## config.mk

```make
export PLATFORM = sky130hd
export DESIGN_NAME = psa_shift
export DESIGN_NICKNAME = d
export VERILOG_FILES = /design/src/assert_macros.svh /design/src/psa_pkg.sv /design/src/psa_shift.sv
export SDC_FILE = /design/constraint.sdc
export NUM_CORES = 2
export LEC_CHECK = 0
export BUFFER_PORTS_ARGS = -buffer_cell sky130_fd_sc_hd__buf_2
export CORE_MARGIN = 4
export CORE_UTILIZATION = 25
export CTS_CLUSTER_DIAMETER = 30
export DETAILED_ROUTE_END_ITERATION = 10
export SYNTH_ARGS = -nofsm -noshare
export SYNTH_HDL_FRONTEND = slang
export SYNTH_SLANG_ARGS = --single-unit
```

## constraint.sdc

```tcl
create_clock -name clk -period 12.55 [get_ports clk]
set_input_delay 2.51 -clock clk [delete_from_list [all_inputs] [get_ports clk]]
set_output_delay 2.51 -clock clk [all_outputs]
set_load 0.05 [all_outputs]
```

## src/assert_macros.svh

```systemverilog
// Assertion shorthands for the phase-space shift advection RTL.
// Needs a clock named clk and an active-low reset named arst_n in the including scope.
`ifndef ASSERT_MACROS_SVH
`define ASSERT_MACROS_SVH

// Antecedent implies consequent in the same cycle.
`define PSA_ASSERT_NOW(lbl, ante, cons, msg) \
	lbl: assert property (@(posedge clk) disable iff (!arst_n) (ante) |-> (cons)) else $error(msg);

// Antecedent implies consequent in the next cycle.
`define PSA_ASSERT_NEXT(lbl, ante, cons, msg) \
	lbl: assert property (@(posedge clk) disable iff (!arst_n) (ante) |=> (cons)) else $error(msg);

`endif

```

## src/psa_pkg.sv

```systemverilog
// Shared constants, request codes and types for the phase-space shift advection block.
// No dependencies; imported by psa_shift and phase_space_shift_advection.
`default_nettype none

package psa_pkg;

	// Grid size (power of two: index wrap is a bit mask)
	localparam int POS_CELLS = 64;
	localparam int VEL_CELLS = 64;
	localparam int POS_W     = $clog2(POS_CELLS);
	localparam int VEL_W     = $clog2(VEL_CELLS);
	localparam int ADDR_W    = POS_W + VEL_W;
	localparam int DEPTH     = POS_CELLS * VEL_CELLS;

	// Field widths
	localparam int CELL_W = 32;
	localparam int LOST_W = 48;
	localparam int CFG_W  = 32;

	// Request codes
	localparam logic [1:0] REQ_POS_SHIFT = 2'd0;
	localparam logic [1:0] REQ_VEL_SHIFT = 2'd1;
	localparam logic [1:0] REQ_READ_CELL = 2'd2;
	localparam logic [1:0] REQ_READ_LOST = 2'd3;

	// Configuration register indexes
	localparam logic [1:0] CFG_POS_BASE = 2'd0;
	localparam logic [1:0] CFG_POS_STEP = 2'd1;
	localparam logic [1:0] CFG_VEL_GAIN = 2'd2;

	// Destination of one item
	typedef struct packed {
		logic [POS_W-1:0] pos;
		logic [VEL_W-1:0] vel;
		logic             left;
	} dest_t;

endpackage

`default_nettype wire

```

## src/psa_shift.sv

```systemverilog
// Shift unit: registered multiplies, then truncation toward zero and destination select.
// Depends on psa_pkg.
`default_nettype none

module psa_shift (
	input  wire logic                          clk,
	input  wire logic                          mul_en,
	input  wire logic [1:0]                    req,
	input  wire logic [psa_pkg::POS_W-1:0]     pos,
	input  wire logic [psa_pkg::VEL_W-1:0]     vel,
	input  wire logic [psa_pkg::CFG_W-1:0]     accel,
	input  wire logic [psa_pkg::CFG_W-1:0]     base,
	input  wire logic [psa_pkg::CFG_W-1:0]     step,
	input  wire logic [psa_pkg::CFG_W-1:0]     gain,
	output psa_pkg::dest_t                     dest
);

	import psa_pkg::*;

	localparam int PP_W = CFG_W + VEL_W + 1;   // base + step*vel, Q23.16
	localparam int VP_W = 2 * CFG_W;           // accel*gain, Q32.32
	localparam int NV_W = CFG_W + 2;           // vel + integer shift

	logic signed [PP_W-1:0] step_x, vel_x, base_x;
	logic signed [PP_W-1:0] pprod_s1;
	logic signed [CFG_W-1:0] accel_x, gain_x;
	logic signed [VP_W-1:0] vprod_s1;
	logic [POS_W-1:0] pround, dpos;
	logic [CFG_W-1:0] vint;
	logic signed [NV_W-1:0] nv;
	logic vleft;

	assign step_x  = {{(PP_W-CFG_W){step[CFG_W-1]}}, step};
	assign base_x  = {{(PP_W-CFG_W){base[CFG_W-1]}}, base};
	assign vel_x   = {{(PP_W-VEL_W){1'b0}}, vel};
	assign accel_x = accel;
	assign gain_x  = gain;

	// Multiply stage
	always_ff @(posedge clk) begin
		if (mul_en) begin
			pprod_s1 <= base_x + step_x * vel_x;
			vprod_s1 <= VP_W'(accel_x) * VP_W'(gain_x);
		end
	end

	// Position: floor plus one when negative with a fraction gives truncation toward zero;
	// only the low bits survive the wrap.
	assign pround = {{(POS_W-1){1'b0}}, pprod_s1[PP_W-1] & (|pprod_s1[15:0])};
	assign dpos   = pos + pprod_s1[16 +: POS_W] + pround;

	// Velocity: integer part of the Q32.32 product, truncated toward zero
	assign vint  = vprod_s1[VP_W-1 -: CFG_W]
		+ {{(CFG_W-1){1'b0}}, vprod_s1[VP_W-1] & (|vprod_s1[CFG_W-1:0])};
	assign nv    = {{(NV_W-VEL_W){1'b0}}, vel} + {{(NV_W-CFG_W){vint[CFG_W-1]}}, vint};
	assign vleft = nv[NV_W-1] | (|nv[NV_W-2:VEL_W]);

	// Select destination by request
	always_comb begin
		dest = '0;
		case (req)
			REQ_POS_SHIFT: begin
				dest.pos = dpos;
				dest.vel = vel;
			end
			REQ_VEL_SHIFT: begin
				dest.pos  = pos;
				dest.vel  = vleft ? '0 : nv[VEL_W-1:0];
				dest.left = vleft;
			end
			REQ_READ_CELL: begin
				dest.pos = pos;
				dest.vel = vel;
			end
			default: begin
				dest = '0;
			end
		endcase
	end

endmodule

`default_nettype wire

```

[After elaboration in Yosys (flattened, before gate mapping)]
Index checks and enable logic that the tools add are counted.
Word-level totals
  register bits after elaboration: 103
  output and inout bits: 13
  logic and storage cells: 21
Operators by class
  add/sub/neg operators: 5
  multipliers: 2
  equality and inequality tests: 2
  mux-type cells: 3
  bitwise operators: 3
  reductions and logical operators: 4
Operator list (number)
  multiplier 32 x 32 -> 64 bit: 1
  adder 32 x 39 -> 39 bit: 1
  multiplier 32 x 7 -> 39 bit: 1
  case mux 12 bit (3 select lines): 1
  adder 7 x 32 -> 33 bit: 1
  adder 32 x 1 -> 32 bit: 1
  OR reduction 32 bit: 1
  OR reduction 27 bit: 1
  OR reduction 16 bit: 1
  adder 6 x 1 -> 6 bit: 1
  adder 6 bit: 1
  two-way mux 6 bit: 1
  bitwise AND 1 bit: 2
  equality test 2 x 1 -> 1 bit, second input constant: 1
  equality test 2 bit, second input constant: 1
  zero test 2 bit: 1
  two-way mux 1 bit: 1
  bitwise OR 1 bit: 1

[Depth between registers and ports, before layout]
  word-level depth: 8
  gate-level depth with buffers: 29
  mapped depth without buffers: 27

[Least setup slack after synthesis]
Ideal clock, no wire load.
  path type: input-to-reg
  from: in gain[2] (netlist name)
  to: reg vprod_s1[59], data pin
  data arrival time: 9.716 ns
  path slack: 2.569 ns
  cell stages on the path: 27
  buffers on the path: 2
  path through: clkbuf_1 nand2_1 inv_1 fa_1 fa_1 fa_1 fa_1 inv_1 fa_1 inv_1 fa_1 inv_1 fa_1 inv_1 fa_1 ha_1 clkbuf_1 inv_1 o21ai_0 a21o_1 a21oi_1 o21ai_0 a211o_1 o21ai_0 o31ai_1 a31oi_1 xnor2_1
On the way
  cells in the longest elaborated chain, start to end: 1
Ends and longest elaborated chain
  start, declared: RTL line psa_shift.sv:14  | input wire logic [psa_pkg::CFG_W-1:0] gain,
  multiplier 32 x 32 -> 64 bit: RTL line psa_shift.sv:43  | vprod_s1 <= VP_W'(accel_x) * VP_W'(gain_x);
  end signal, assigned: RTL line psa_shift.sv:43
  end, declared: RTL line psa_shift.sv:27  | logic signed [VP_W-1:0] vprod_s1;
No other way between the ends.
A chain may end at the register's enable or synchronous reset.

[Worst setup path in the final report]
  from: in gain[8] (netlist name)
  to: reg vprod_s1[56], data pin
Same word-level chain as after synthesis.

==> reports/qor.csv <==
metric;value;unit
endpoint of the worst hold-timing path;pprod_s1[0]$_DFFE_PP_;
number of endpoints failing setup at the final stage;0;
number of I/O pins;157;
number of buffers added to fix hold violations after cts;0;
placement-stage worst setup slack;1.35;ns
category of the critical setup timing path;input port to flop;
Seq/Total Area, Yosys;0.0538;
average detailed-routed wire length per instance;17.6;um
largest net degree at the start of global routing;67;
P&R area growth vs syn;7.32;%
total DRC errors in the routed layout;0;
RSZ-0062 raised after global routing;no;
count of placed standard cells including taps;7632;
final non-filler cell total;7661;
Die H;449;um
Nets;6789;
Detail Route Antenna Nets;0;
worst setup slack after layout;1.69;ns
placer's final routability congestion estimate;0.878;
cell types occupying the most area after synthesis;sky130_fd_sc_hd__fa_1 52%, sky130_fd_sc_hd__inv_1 9.2%, sky130_fd_sc_hd__and2_1 8.8%;
type of element launching the critical path;input port;
Post-Syn Area per Cell;9.38;um^2
Die W;449;um
most used flip-flop cell after synthesis;sky130_fd_sc_hd__edfxtp_1;
count of input and output buffers;156;
normalized max-slew margin;0.144;
number of cells produced by synthesis;5174;
CTS root buffer;sky130_fd_sc_hd__clkbuf_16;
cell taking the most area after synthesis;sky130_fd_sc_hd__fa_1;
initial standard-cell utilization of the core;0.252;
worst hold path depth;2;
maximum capacitance violations;0;
launch instance of the worst min-delay path;base[0];
count leader, synth;sky130_fd_sc_hd__fa_1;
total nets after synthesis;6846;
TritonCTS Sinks;87;
number of antenna violations at the first check in global routing;16;
number of synthesized flops with an enable pin;87;
Hold Crit Class;input port to flop;
CTS clk-pin slew, worst paths;0.07;ns
YS warnings;0;
all-layer global routing usage;0.136;
# rows;161;
clock tree from TritonCTS;built;
top achievable clock speed;92.1;MHz
number of buffers inserted to repair setup after CTS;0;
aggregate routed wire length;135;mm
count of final max-slew check failures;0;
via count normalized by instance count;4.51;
layout cells sized above 1;0.0449;
endpoint arrival time on the critical path;11.02;ns
Period Utilization, post-route;0.865;
status;finished clean;
total via count after detailed routing;34522;
aggregate negative setup slack;0;ns
FFs w/ async S/R, synth;0;
post-synthesis sequential element count;87;
number of H-tree levels;3;
Yosys cell types;80;
commonest cells in the netlist;1,251 x sky130_fd_sc_hd__fa_1, 1,191 x sky130_fd_sc_hd__inv_1, 684 x sky130_fd_sc_hd__and2_1;
Detail Placement HPWL;110;mm
hold violation count in the final report;0;
clock buffers created by TritonCTS;9;
maximum fanout count along the critical path;23;
wire length of the first global-routing pass;219;mm
proportion of netlist area held by the largest area contributor;0.516;
WP data required;12.71;ns
Bufs on Longest Clock Path;2;
drt first-iter violations;1988;
grt total ovfl;0;
post-route minimum period;10.86;ns
Worst Max-Slew Pin Slew;1.27;ns
floorplan die area;0.201;mm^2
nature of the critical path endpoint;flop;
Detailed Routing Iterations Pass 1;5;
vias in the first global route;38901;
total standard cell area after synthesis;0.0485;mm^2
post_cts resized;0;
Floorplan Core Area;0.193;mm^2
## routing by layer
metal,wire length [um],track usage,vias to the layer above
met4,4200,0.0440,2
met1,56400,0.176,17961
met2,66100,0.236,1144
met3,7890,0.0165,196
li1,-,-,15219
met5,13,0,-
## worst max path at each step
stage / start / to / slack, ns / cells after the start
2_1_floorplan: gain[2] / vprod_s1[59]$_DFFE_PP_ / 2.57 / 27
5_1_grt: accel[31] / vprod_s1[59]$_DFFE_PP_ / 1.17 / 28
3_5_place_dp: gain[8] / vprod_s1[56]$_DFFE_PP_ / 1.35 / 22
4_1_cts: gain[8] / vprod_s1[56]$_DFFE_PP_ / 1.72 / 22
6_report: gain[8] / vprod_s1[56]$_DFFE_PP_ / 1.69 / 22
3_3_place_gp: accel[31] / vprod_s1[59]$_DFFE_PP_ / 1.44 / 28
## worst max-delay path, stage by stage
cell                       delay, ns
sky130_fd_sc_hd__buf_2          0.54
sky130_fd_sc_hd__buf_4          0.29
sky130_fd_sc_hd__and2_1         0.17
sky130_fd_sc_hd__fa_1           0.44
sky130_fd_sc_hd__fa_1           0.62
sky130_fd_sc_hd__inv_1          0.08
sky130_fd_sc_hd__fa_1           0.50
sky130_fd_sc_hd__fa_1           0.51
sky130_fd_sc_hd__inv_1          0.05
sky130_fd_sc_hd__fa_1           0.55
sky130_fd_sc_hd__fa_1           0.43
sky130_fd_sc_hd__fa_1           0.57
sky130_fd_sc_hd__fa_1           0.44
sky130_fd_sc_hd__ha_1           0.45
sky130_fd_sc_hd__and3_1         0.27
sky130_fd_sc_hd__nand2_1        0.07
sky130_fd_sc_hd__o41ai_1        1.10
sky130_fd_sc_hd__a21oi_1        0.16
sky130_fd_sc_hd__buf_4          0.23
sky130_fd_sc_hd__o21ai_0        0.46
sky130_fd_sc_hd__a31oi_1        0.23
sky130_fd_sc_hd__o311ai_0       0.35
## layout by cell type, fill, tap and decap left out, types with 8 or more instances in the layout
cell	instances
sky130_fd_sc_hd__a211oi_1	18
sky130_fd_sc_hd__buf_2	155
sky130_fd_sc_hd__inv_1	1191
sky130_fd_sc_hd__nand3_1	49
sky130_fd_sc_hd__and2_1	684
sky130_fd_sc_hd__edfxtp_1	87
sky130_fd_sc_hd__nand2b_1	24
sky130_fd_sc_hd__o21a_1	16
sky130_fd_sc_hd__o31a_1	8
sky130_fd_sc_hd__o21bai_1	10
sky130_fd_sc_hd__ha_1	277
sky130_fd_sc_hd__and3_1	17
sky130_fd_sc_hd__diode_2	13
sky130_fd_sc_hd__a21o_1	50
sky130_fd_sc_hd__o21ai_0	73
sky130_fd_sc_hd__o22ai_1	10
sky130_fd_sc_hd__or3_1	11
sky130_fd_sc_hd__a31oi_1	15
sky130_fd_sc_hd__fa_1	1251
sky130_fd_sc_hd__and4_1	9
sky130_fd_sc_hd__o211ai_1	12
sky130_fd_sc_hd__nand2_1	593
sky130_fd_sc_hd__nor2b_1	12
sky130_fd_sc_hd__nor2_1	100
sky130_fd_sc_hd__a21oi_1	97
sky130_fd_sc_hd__o31ai_1	10
sky130_fd_sc_hd__nand4_1	24
sky130_fd_sc_hd__buf_4	34
sky130_fd_sc_hd__nor3_1	31
sky130_fd_sc_hd__nor4_1	22
sky130_fd_sc_hd__clkbuf_16	9
sky130_fd_sc_hd__xnor2_1	76
sky130_fd_sc_hd__xor2_1	39
## registers in the layout (all words and copies together) (netlist names)
register,flops
vprod_s1,64
pprod_s1,23
## metrics by stage
step / hold WS [ns] / instance area [um^2] / util
detailed placement: 2.83 / 51800 / 0.268
global route: 2.45 / 52100 / 0.270
finish: 2.45 / 52100 / 0.270
floorplan: 2.62 / 48500 / -
global placement: 2.83 / 51800 / 0.268
CTS: 2.43 / 52100 / 0.270
## cells by family after synthesis
| logic type | synth area share |
|---|---|
| compound gates | 0.0511 |
| xor+xnor | 0.0207 |
| fa+ha+maj | 0.587 |
| buf+inv | 0.112 |
| flops | 0.0538 |
| mux | 0.00170 |
| simple gates | 0.173 |
## final cells by class
class	count	area (um^2)
inverter	1192	4470
sequential	87	2610
multi-input combinational	3638	40500
antenna	13	32.5
clock buffer	11	233
clock inverter	5	81.3
timing repair buffer	189	1030
fill	20359	141000
tap	2526	3160
Power is left out: the tool's default activity adds up to more than one toggle a clock period on the data nets, which glitch-free logic cannot reach.
